**config.mk**
```make
export PLATFORM = sky130hd
export DESIGN_NAME = sfd_cell
export DESIGN_NICKNAME = d
export VERILOG_FILES = /design/src/design/sorted_frontier_deque_defines.svh /design/src/design/sfd_pkg.sv /design/src/design/sfd_cell.sv
export SDC_FILE = /design/constraint.sdc
export NUM_CORES = 1
export LEC_CHECK = 0
export BUFFER_PORTS_ARGS = -buffer_cell sky130_fd_sc_hd__buf_2
export CAP_MARGIN = 15
export CELL_PAD_IN_SITES_DETAIL_PLACEMENT = 1
export CELL_PAD_IN_SITES_GLOBAL_PLACEMENT = 2
export CORE_MARGIN = 2
export CORE_UTILIZATION = 23
export CTS_CLUSTER_DIAMETER = 30
export DETAILED_ROUTE_END_ITERATION = 12
export GPL_ROUTABILITY_DRIVEN = 0
export PLACE_DENSITY = 0.76
export SETUP_SLACK_MARGIN = 0.1
export SYNTH_ARGS = -nofsm -noshare
export SYNTH_HDL_FRONTEND = slang
export SYNTH_SLANG_ARGS = --single-unit
```
**constraint.sdc**
```tcl
create_clock -name clk_i -period 2.7 [get_ports clk_i]
set_input_delay 0.135 -clock clk_i [delete_from_list [all_inputs] [get_ports clk_i]]
set_output_delay 0.135 -clock clk_i [all_outputs]
set_load 0.02 [all_outputs]
```
**src/design/sorted_frontier_deque_defines.svh**
```systemverilog
// assertion helpers used by the deque top level
`ifndef SORTED_FRONTIER_DEQUE_DEFINES_SVH
`define SORTED_FRONTIER_DEQUE_DEFINES_SVH

// property checked on every rising clock edge outside reset
`define SFD_ASSERT(lbl, prop, msg) \
  lbl: assert property (@(posedge clk_i) disable iff (!rst_ni) (prop)) else $error(msg);

// condition in one cycle implies a condition in the next
`define SFD_ASSERT_NEXT(lbl, pre, post, msg) \
  lbl: assert property (@(posedge clk_i) disable iff (!rst_ni) (pre) |=> (post)) else $error(msg);

`endif

```
**src/design/sfd_pkg.sv**
```systemverilog
package sfd_pkg;

  localparam int FUNC_BITS   = 3;
  localparam int STATUS_BITS = 2;

  localparam logic [FUNC_BITS-1:0] F_PUSH_FRONT = 3'd0;
  localparam logic [FUNC_BITS-1:0] F_PUSH_BACK  = 3'd1;
  localparam logic [FUNC_BITS-1:0] F_PRIO_INS   = 3'd2;
  localparam logic [FUNC_BITS-1:0] F_POP_FRONT  = 3'd3;
  localparam logic [FUNC_BITS-1:0] F_POP_BACK   = 3'd4;
  localparam logic [FUNC_BITS-1:0] F_MOVE_FRONT = 3'd5;
  localparam logic [FUNC_BITS-1:0] F_PRIO_MOVE  = 3'd6;
  localparam logic [FUNC_BITS-1:0] F_POP_MIN    = 3'd7;

  localparam logic [STATUS_BITS-1:0] ST_OK      = 2'd0;
  localparam logic [STATUS_BITS-1:0] ST_EMPTY   = 2'd1;
  localparam logic [STATUS_BITS-1:0] ST_FULL    = 2'd2;
  localparam logic [STATUS_BITS-1:0] ST_MISSING = 2'd3;

  // per-cell move command, load wins over left, left over right
  typedef struct packed {
    logic load;
    logic from_left;
    logic from_right;
  } sfd_ctl_t;

endpackage

```
**src/design/sfd_cell.sv**
```systemverilog
module sfd_cell
  import sfd_pkg::*;
#(
  parameter int ID_BITS    = 16,
  parameter int LABEL_BITS = 32
) (
  input  logic                  clk_i,
  input  sfd_ctl_t              ctl_i,
  input  logic [ID_BITS-1:0]    left_id_i,
  input  logic [LABEL_BITS-1:0] left_lab_i,
  input  logic [ID_BITS-1:0]    right_id_i,
  input  logic [LABEL_BITS-1:0] right_lab_i,
  input  logic [ID_BITS-1:0]    key_id_i,
  input  logic [LABEL_BITS-1:0] key_lab_i,
  input  logic [LABEL_BITS-1:0] bit_mask_i,
  output logic [ID_BITS-1:0]    id_o,
  output logic [LABEL_BITS-1:0] lab_o,
  output logic                  eq_o,
  output logic                  gt_o,
  output logic                  bit_o
);

  logic [ID_BITS-1:0]    id_q, id_d;
  logic [LABEL_BITS-1:0] lab_q, lab_d;

  always_comb begin
    id_d  = id_q;
    lab_d = lab_q;
    if (ctl_i.load) begin
      id_d  = key_id_i;
      lab_d = key_lab_i;
    end else if (ctl_i.from_left) begin
      id_d  = left_id_i;
      lab_d = left_lab_i;
    end else if (ctl_i.from_right) begin
      id_d  = right_id_i;
      lab_d = right_lab_i;
    end
  end

  always_ff @(posedge clk_i) begin
    id_q  <= id_d;
    lab_q <= lab_d;
  end

  assign id_o  = id_q;
  assign lab_o = lab_q;
  assign eq_o  = (id_q == key_id_i);
  assign gt_o  = (lab_q > key_lab_i);
  assign bit_o = |(lab_q & bit_mask_i);

endmodule
```
==> flow_summary.toml, run 1 <==
[outcome]
outcome = "complete, no violations"

[global_routing]
grt_max_degree = 97
grt_pass1_vias = 3903
gr-total-overflow = 0
grt_pass1_wl_um = 21380
grt.total_usage = 0.1709
antenna_found_initial = 2

[logic_synthesis]
muxShareOfSynthArea = 0.1346
syn_inst = 364
synth_fa_ha_area_frac = 0.1122
synth-xor-area-share = 0.03927
synth_compound_area_frac = 0.1497
syn_nets = 576
synth_top_family_by_area = "compound AO/OA/AOI/OAI gates"
ys_warn_count = 0
avgSynthCellArea_um2 = 9.803
synth_cell_types = 33
yosysSeqAreaShare = 0.4039
syn_area_mm2 = 0.003568
synth_seq_cells = 48
synth-simple-area-share = 0.1062

[worst_setup_path]
worstPathMaxFanout = 3
critPathCaptureType = "output pin"
worstSetupEndpoint = "gt_o"
path_buf_inv = 1
arrival_ns = 2.39
crit_slowest_cell = "edfxtp_1"
path_class = "register to output pin"
crit_start = "lab_o[23]"
cp-start-kind = "register"
crit_path_max_incr_delay_ns = 0.45
crit_family = "compound AO/OA/AOI/OAI gates"
crit_cells = 6
crit_required_ns = 2.57
path_cells = "ha_1 -> and4_1 -> a221o_1 -> a2111oi_4 -> a21oi_1 -> buf_2"

[power_and_ir_drop]
p_clk_frac = 0.293
p_sw_mw = 0.8178
internal_power_mw = 1.692
seq_power_share = 0.401
combPwrFrac = 0.306
switching_share = 0.3259
power.leakage_nw = 2.599
power_mw = 2.509
peakVddDrop_mv = 0.2205
powerDensity_mw_per_mm2 = 488.9

[cts]
cts_root_buf = "clkbuf_16"
htreeDepth = 2
numCtsBuffers = 5
cts_num_sinks = 48
cts_tree = "built"
clk_pin_slew_ns = 0.07
clockBufferDepth = 2

[job]
maxCapViolations = 0

[final_layout]
fin_nets = 801
drive_above_1_share = 0.4220
area_growth_pct = 43.83
stdcell_area_mm2 = 0.005132
layout_common_cells = "buf_2 (230), nand2_1 (54), o21ai_0 (49), mux2i_1 (48), edfxtp_1 (48)"
num-fill-cells = 1817
instances_no_fill = 779
final_common_cell = "buf_2"

[drt]
drtIter0Drc = 113
drtAntennaViolNets = 0
remaining_drc_errors = 0
vias = 3629
routed_wl_um = 14250
drt_first_pass_iters = 4
avgViaCountPerCell = 4.659
wl_per_cell_um = 18.30

[timing]
finalSetupTns_ns = 0
max_slew.worst_pin.slew_ns = 0.8488
setup_viol = 0
drv_slew = 0
rsz0062_at_grt = "no"
min_period_ns = 2.527
final_hold_viol_count = 0
max_slew_margin = 0.4341
fmax_ghz = 0.3957
fin_crit_sh = 0.9359

[floorplanning]
start_util = 0.2347
die_x_um = 128.6
rows = 45
coreArea_mm2 = 0.01520
die_area_mm2 = 0.01653
ios = 231
die_h_um = 128.6

[place]
dp_cells = 768
portBuffers = 230
dp_hpwl_um = 11810
place_area_mm2 = 0.004918

[hold_path]
hold_path.class = "input port to register"
==> metal layers <==
| layer | share of wire | global-route usage | vias up |
|---|---|---|---|
| met5 | 0.0019 | 0 | - |
| met4 | 0.0090 | 0.02877 | 4 |
| met3 | 0.075 | 0.05572 | 11 |
| met2 | 0.49 | 0.3044 | 136 |
| met1 | 0.42 | 0.2044 | 1693 |
| li1 | - | - | 1785 |
==> kinds of logic (layout without fill, tap and decap cells) <==
kind of cell             count (synthesis)  count (layout)
AO/OA/AOI/OAI                           88              88
AND/OR/NAND/NOR                         83              83
buffers and inverters                   49             275
multiplexers                            48              48
flip-flops                              48              48
adder cells (fa/ha/maj)                 32              32
XOR/XNOR                                16              16
other                                    0               1
==> synth_stat cells <==
master,instances,area [µm²]
o211ai_1,1,7.510
a21boi_0,2,15.01
a221o_1,2,20.02
or3_1,1,6.260
or4_1,1,7.510
a22o_1,2,17.52
nand4_1,11,68.82
o31ai_1,1,7.510
a22oi_1,12,90.09
a2111oi_2,1,15.01
a221oi_1,1,8.760
buf_4,1,7.510
and4_2,1,10.01
nor2_1,3,11.26
edfxtp_1,48,1441
mux2i_1,48,480.5
nand3_1,7,35.03
nor4bb_1,1,10.01
nor4_1,2,12.51
a221oi_2,1,15.01
o21ai_1,1,5.000
inv_1,32,120.1
clkbuf_1,12,45.04
ha_1,32,400.4
a21o_1,2,15.01
xnor2_1,16,140.1
nor2b_1,1,6.260
buf_2,4,20.02
nand2_1,54,202.7
o21ai_0,49,245.2
a21oi_2,2,17.52
and4_1,1,8.760
a21oi_1,11,55.05
==> flip-flops by register name (all words and copies together) (netlist names) <==
| register | flops |
|---|---|
| lab_o | 32 |
| id_o | 16 |
==> per-stage QoR <==
stage	setup WS (ns)	hold WS, ns	utilization
after floorplan	0.6074	0.3221	-
after global placement	0.4749	0.4344	0.3235
after detailed placement	0.4696	0.4436	0.3235
after CTS	0.1245	0.1268	0.3342
after global routing	0.09809	0.1427	0.3374
final	0.1730	0.1332	0.3376
==> power groups by stage <==
stage          registers, mW  clock network, mW  logic (mW)
5_1_grt                 1.02              0.781       0.852
4_1_cts                 1.01              0.761       0.767
3_5_place_dp            1.03                  0       0.764
3_3_place_gp            1.02                  0       0.751
6_report                1.01              0.736       0.767
2_1_floorplan           1.11                  0       0.310
==> worst min-delay path: cells and delay by family <==
kind / cells / cell delay (ns)
buf+inv: 1 / 0.09
compound gates: 1 / 0.06
simple gates: 1 / 0.04
==> timing repair <==
item                       CTS  global route
buffers inserted             0             2
resized for setup            0             5
setup endpoints to repair    0             1
hold buffers                 0             0
==> final cells by class <==
class	instances	area, µm²	share of cell area
Antenna cell	1	2.502	0.0004876
Timing Repair Buffer	235	1201	0.2340
Clock buffer	5	125.1	0.02438
Multi-Input combinational cell	267	1969	0.3837
Tap cell	188	235.2	0.04583
Sequential cell	48	1441	0.2808
Inverter	32	120.1	0.02340
Clock inverter	3	37.54	0.007314
==> worst min-delay path by stage <==
stage	from	cells past startpoint	to	slack [ns]
floorplan	key_id_i[13]	2	id_o[13]	0.32
global placement	key_lab_i[31]	3	lab_o[31]	0.43
detailed placement	key_lab_i[5]	3	lab_o[5]	0.44
CTS	key_lab_i[26]	3	lab_o[26]	0.13
global route	key_lab_i[10]	3	lab_o[10]	0.14
finish	key_lab_i[10]	3	lab_o[10]	0.13
Note: power is estimated with default switching activity, not from simulation.
==> run 2: changes to the inputs <==
--- a/config.mk
+++ b/config.mk
@@ -5,16 +5,18 @@
 export SDC_FILE = /design/constraint.sdc
 export NUM_CORES = 1
 export LEC_CHECK = 0
+export ABC_AREA = 1
 export BUFFER_PORTS_ARGS = -buffer_cell sky130_fd_sc_hd__buf_2
 export CAP_MARGIN = 15
 export CELL_PAD_IN_SITES_DETAIL_PLACEMENT = 1
 export CELL_PAD_IN_SITES_GLOBAL_PLACEMENT = 2
 export CORE_MARGIN = 2
 export CORE_UTILIZATION = 23
+export CTS_BUF_LIST = sky130_fd_sc_hd__clkbuf_2
 export CTS_CLUSTER_DIAMETER = 30
 export DETAILED_ROUTE_END_ITERATION = 12
 export GPL_ROUTABILITY_DRIVEN = 0
-export PLACE_DENSITY = 0.76
+export PLACE_DENSITY = 0.79
 export SETUP_SLACK_MARGIN = 0.1
 export SYNTH_ARGS = -nofsm -noshare
 export SYNTH_HDL_FRONTEND = slang
==> flow_summary.toml, run 2 <==
[logic_synthesis]
synth_seq_cells = 48
ys.flop_type = "edfxtp_1"
synth-async-reset-ratio = 0
yosysTopAreaCell = "edfxtp_1"
ys_warn_count = 0
synth_cell_types = 25
synth_most_common_cell = "nand2_1"
netlist.area_leader.share = 0.3967
avgSynthCellArea_um2 = 8.258
syn_inst = 440
syn_area_mm2 = 0.003633
synth-edff-count = 48
yosysSeqAreaShare = 0.3967
ys_top_cells_by_area = "edfxtp_1 (40%), nand2_1 (12%), ha_1 (11%), a21oi_1 (11%), a22oi_1 (6.8%)"
yosys-top-cells-count = "nand2_1 (113), a21oi_1 (78), edfxtp_1 (48)"
syn_nets = 652

[floorplanning]
die_area_mm2 = 0.01682
die_h_um = 129.7
coreArea_mm2 = 0.01531
rows = 45
die_x_um = 129.7
start_util = 0.2373
ios = 231

[worst_setup_path]
crit_path_max_incr_delay_ns = 0.50
path_cells = "ha_1 -> nand2_1 -> nor2_2 -> and2_4 -> inv_2 -> nor2_2 -> nand2_1 -> a21oi_1 -> buf_2"
crit_slowest_cell = "edfxtp_1"
crit_required_ns = 2.57
arrival_ns = 2.17
worstPathMaxFanout = 3
path_class = "register to output pin"
critPathCaptureType = "output pin"
cp-start-kind = "register"
crit_family = "simple AND/OR/NAND/NOR gates"
path_buf_inv = 2

[drt]
vias = 4172
routed_wl_um = 15690
wl_per_cell_um = 17.28
drtAntennaViolNets = 0
remaining_drc_errors = 0
avgViaCountPerCell = 4.595
drtIter0Drc = 151
drt_first_pass_iters = 4

[place]
portBuffers = 230
dp_hpwl_um = 12770
detailedPlace.worstSlack_ns = 0.9060

[cts]
clk_pin_slew_ns = 0.27
cts_root_buf = "clkbuf_2"
numCtsBuffers = 5
cts_num_sinks = 48
htreeDepth = 2
post_cts_buffers = 0
clockBufferDepth = 2
cts_tree = "built"

[global_routing]
antenna_found_initial = 3
gr-total-overflow = 0
grt_max_degree = 82
grt_pass1_wl_um = 23470
grt_pass1_vias = 4417
grt.total_usage = 0.1812

[timing]
worst_slack_ns = 0.3989
rsz0062_at_grt = "no"
hold_ws_ns = 0.02956
setup_viol = 0
finalSetupTns_ns = 0
drv_slew = 0
fin_crit_sh = 0.8522
final_hold_viol_count = 0
min_period_ns = 2.301
max_slew_margin = 0.4199
fmax_ghz = 0.4346
max_slew.worst_pin.slew_ns = 0.8689

[final_layout]
num-fill-cells = 1917
fin_nets = 906
final_common_cell = "buf_2"
layout_common_cells = "buf_2 (230), nand2_1 (112), a21oi_1 (78), edfxtp_1 (48), inv_1 (43)"
largest_reg_flops = 32
ff_latch_area_mm2 = 0.001441
area_growth_pct = 48.11
multiInputGateArea_mm2 = 0.001896
drive_above_1_share = 0.3612

[power_and_ir_drop]
peakVddDrop_mv = 0.1562
power.leakage_nw = 2.688
power_mw = 2.250
powerDensity_mw_per_mm2 = 418.2

[job]
maxCapViolations = 0

[hold_path]
hold_path.class = "input port to register"

[outcome]
outcome = "complete, no violations"
==> run 2: cell types whose count changed after synthesis, sizes merged, moves of 4 or more <==
cell	change
o21ai	-48
nor2	+23
or2	+4
nand2	+59
clkbuf	-9
mux2i	-48
buf	+13
inv	+13
nand3	-5
xnor2	-4
a21oi	+65
a22oi	+21
a221oi	+6
==> run 2: power breakdown <==
part	internal, mW	switching, mW	total [mW]
combinational	0.360	0.478	0.839
sequential	0.924	0.0761	1.00
clock	0.151	0.262	0.412
total	1.43	0.816	2.25
==> run 2: per-stage QoR <==
stage | cells | utilization | area, µm²
finish | 908 | 0.3514 | 5381
CTS | 901 | 0.3478 | 5326
global placement | 865 | 0.3254 | 4984
floorplan | 440 | - | 3633
global route | 908 | 0.3514 | 5381
detailed placement | 865 | 0.3254 | 4984
==> run 2: cell type report <==
| class | count | share of cell area |
|---|---|---|
| antenna | 2 | 0.0009300 |
| clock buffer | 5 | 0.004650 |
| clock inverter | 3 | 0.006975 |
| inverter | 45 | 0.03139 |
| multi-input combinational | 326 | 0.3522 |
| sequential | 48 | 0.2678 |
| tap | 211 | 0.04906 |
| timing repair buffer | 268 | 0.2869 |
==> run 2: cells by family (layout without fill, tap and decap cells) <==
| group | count (synthesis) | after routing | share of synthesized area |
|---|---|---|---|
| DFF | 48 | 48 | 0.3967 |
| buffers and inverters | 66 | 321 | 0.08230 |
| and+or+nand+nor | 158 | 158 | 0.1780 |
| adders and majority gates | 32 | 32 | 0.1102 |
| AOI/OAI and AO/OA | 124 | 124 | 0.2039 |
| other | 0 | 2 | 0 |
| xor gates and xnor gates | 12 | 12 | 0.02893 |
==> run 2: what timing repair did <==
item | 4_1_cts | 5_1_grt
hold buffers | 28 | 5
hold endpoints to repair | 22 | 5
gates resized for setup | 0 | 0
==> run 2: worst min-delay path, stage by stage <==
cell     delay, ns
buf_2         0.10
nand2_1       0.06
a22oi_1       0.06
==> run 2: worst paths after layout <==
check / startpoint / endpoint / cells after the start
setup / recovery: lab_o[31] / gt_o / 9
hold / removal: right_lab_i[3] / lab_o[3] / 3
==> run 2: metal layers <==
| metal | global-route usage | share of wire |
|---|---|---|
| met1 | 0.2218 | 0.42 |
| met2 | 0.3206 | 0.50 |
| met3 | 0.03444 | 0.056 |
| met4 | 0.05946 | 0.023 |
| met5 | 0 | 0.00051 |
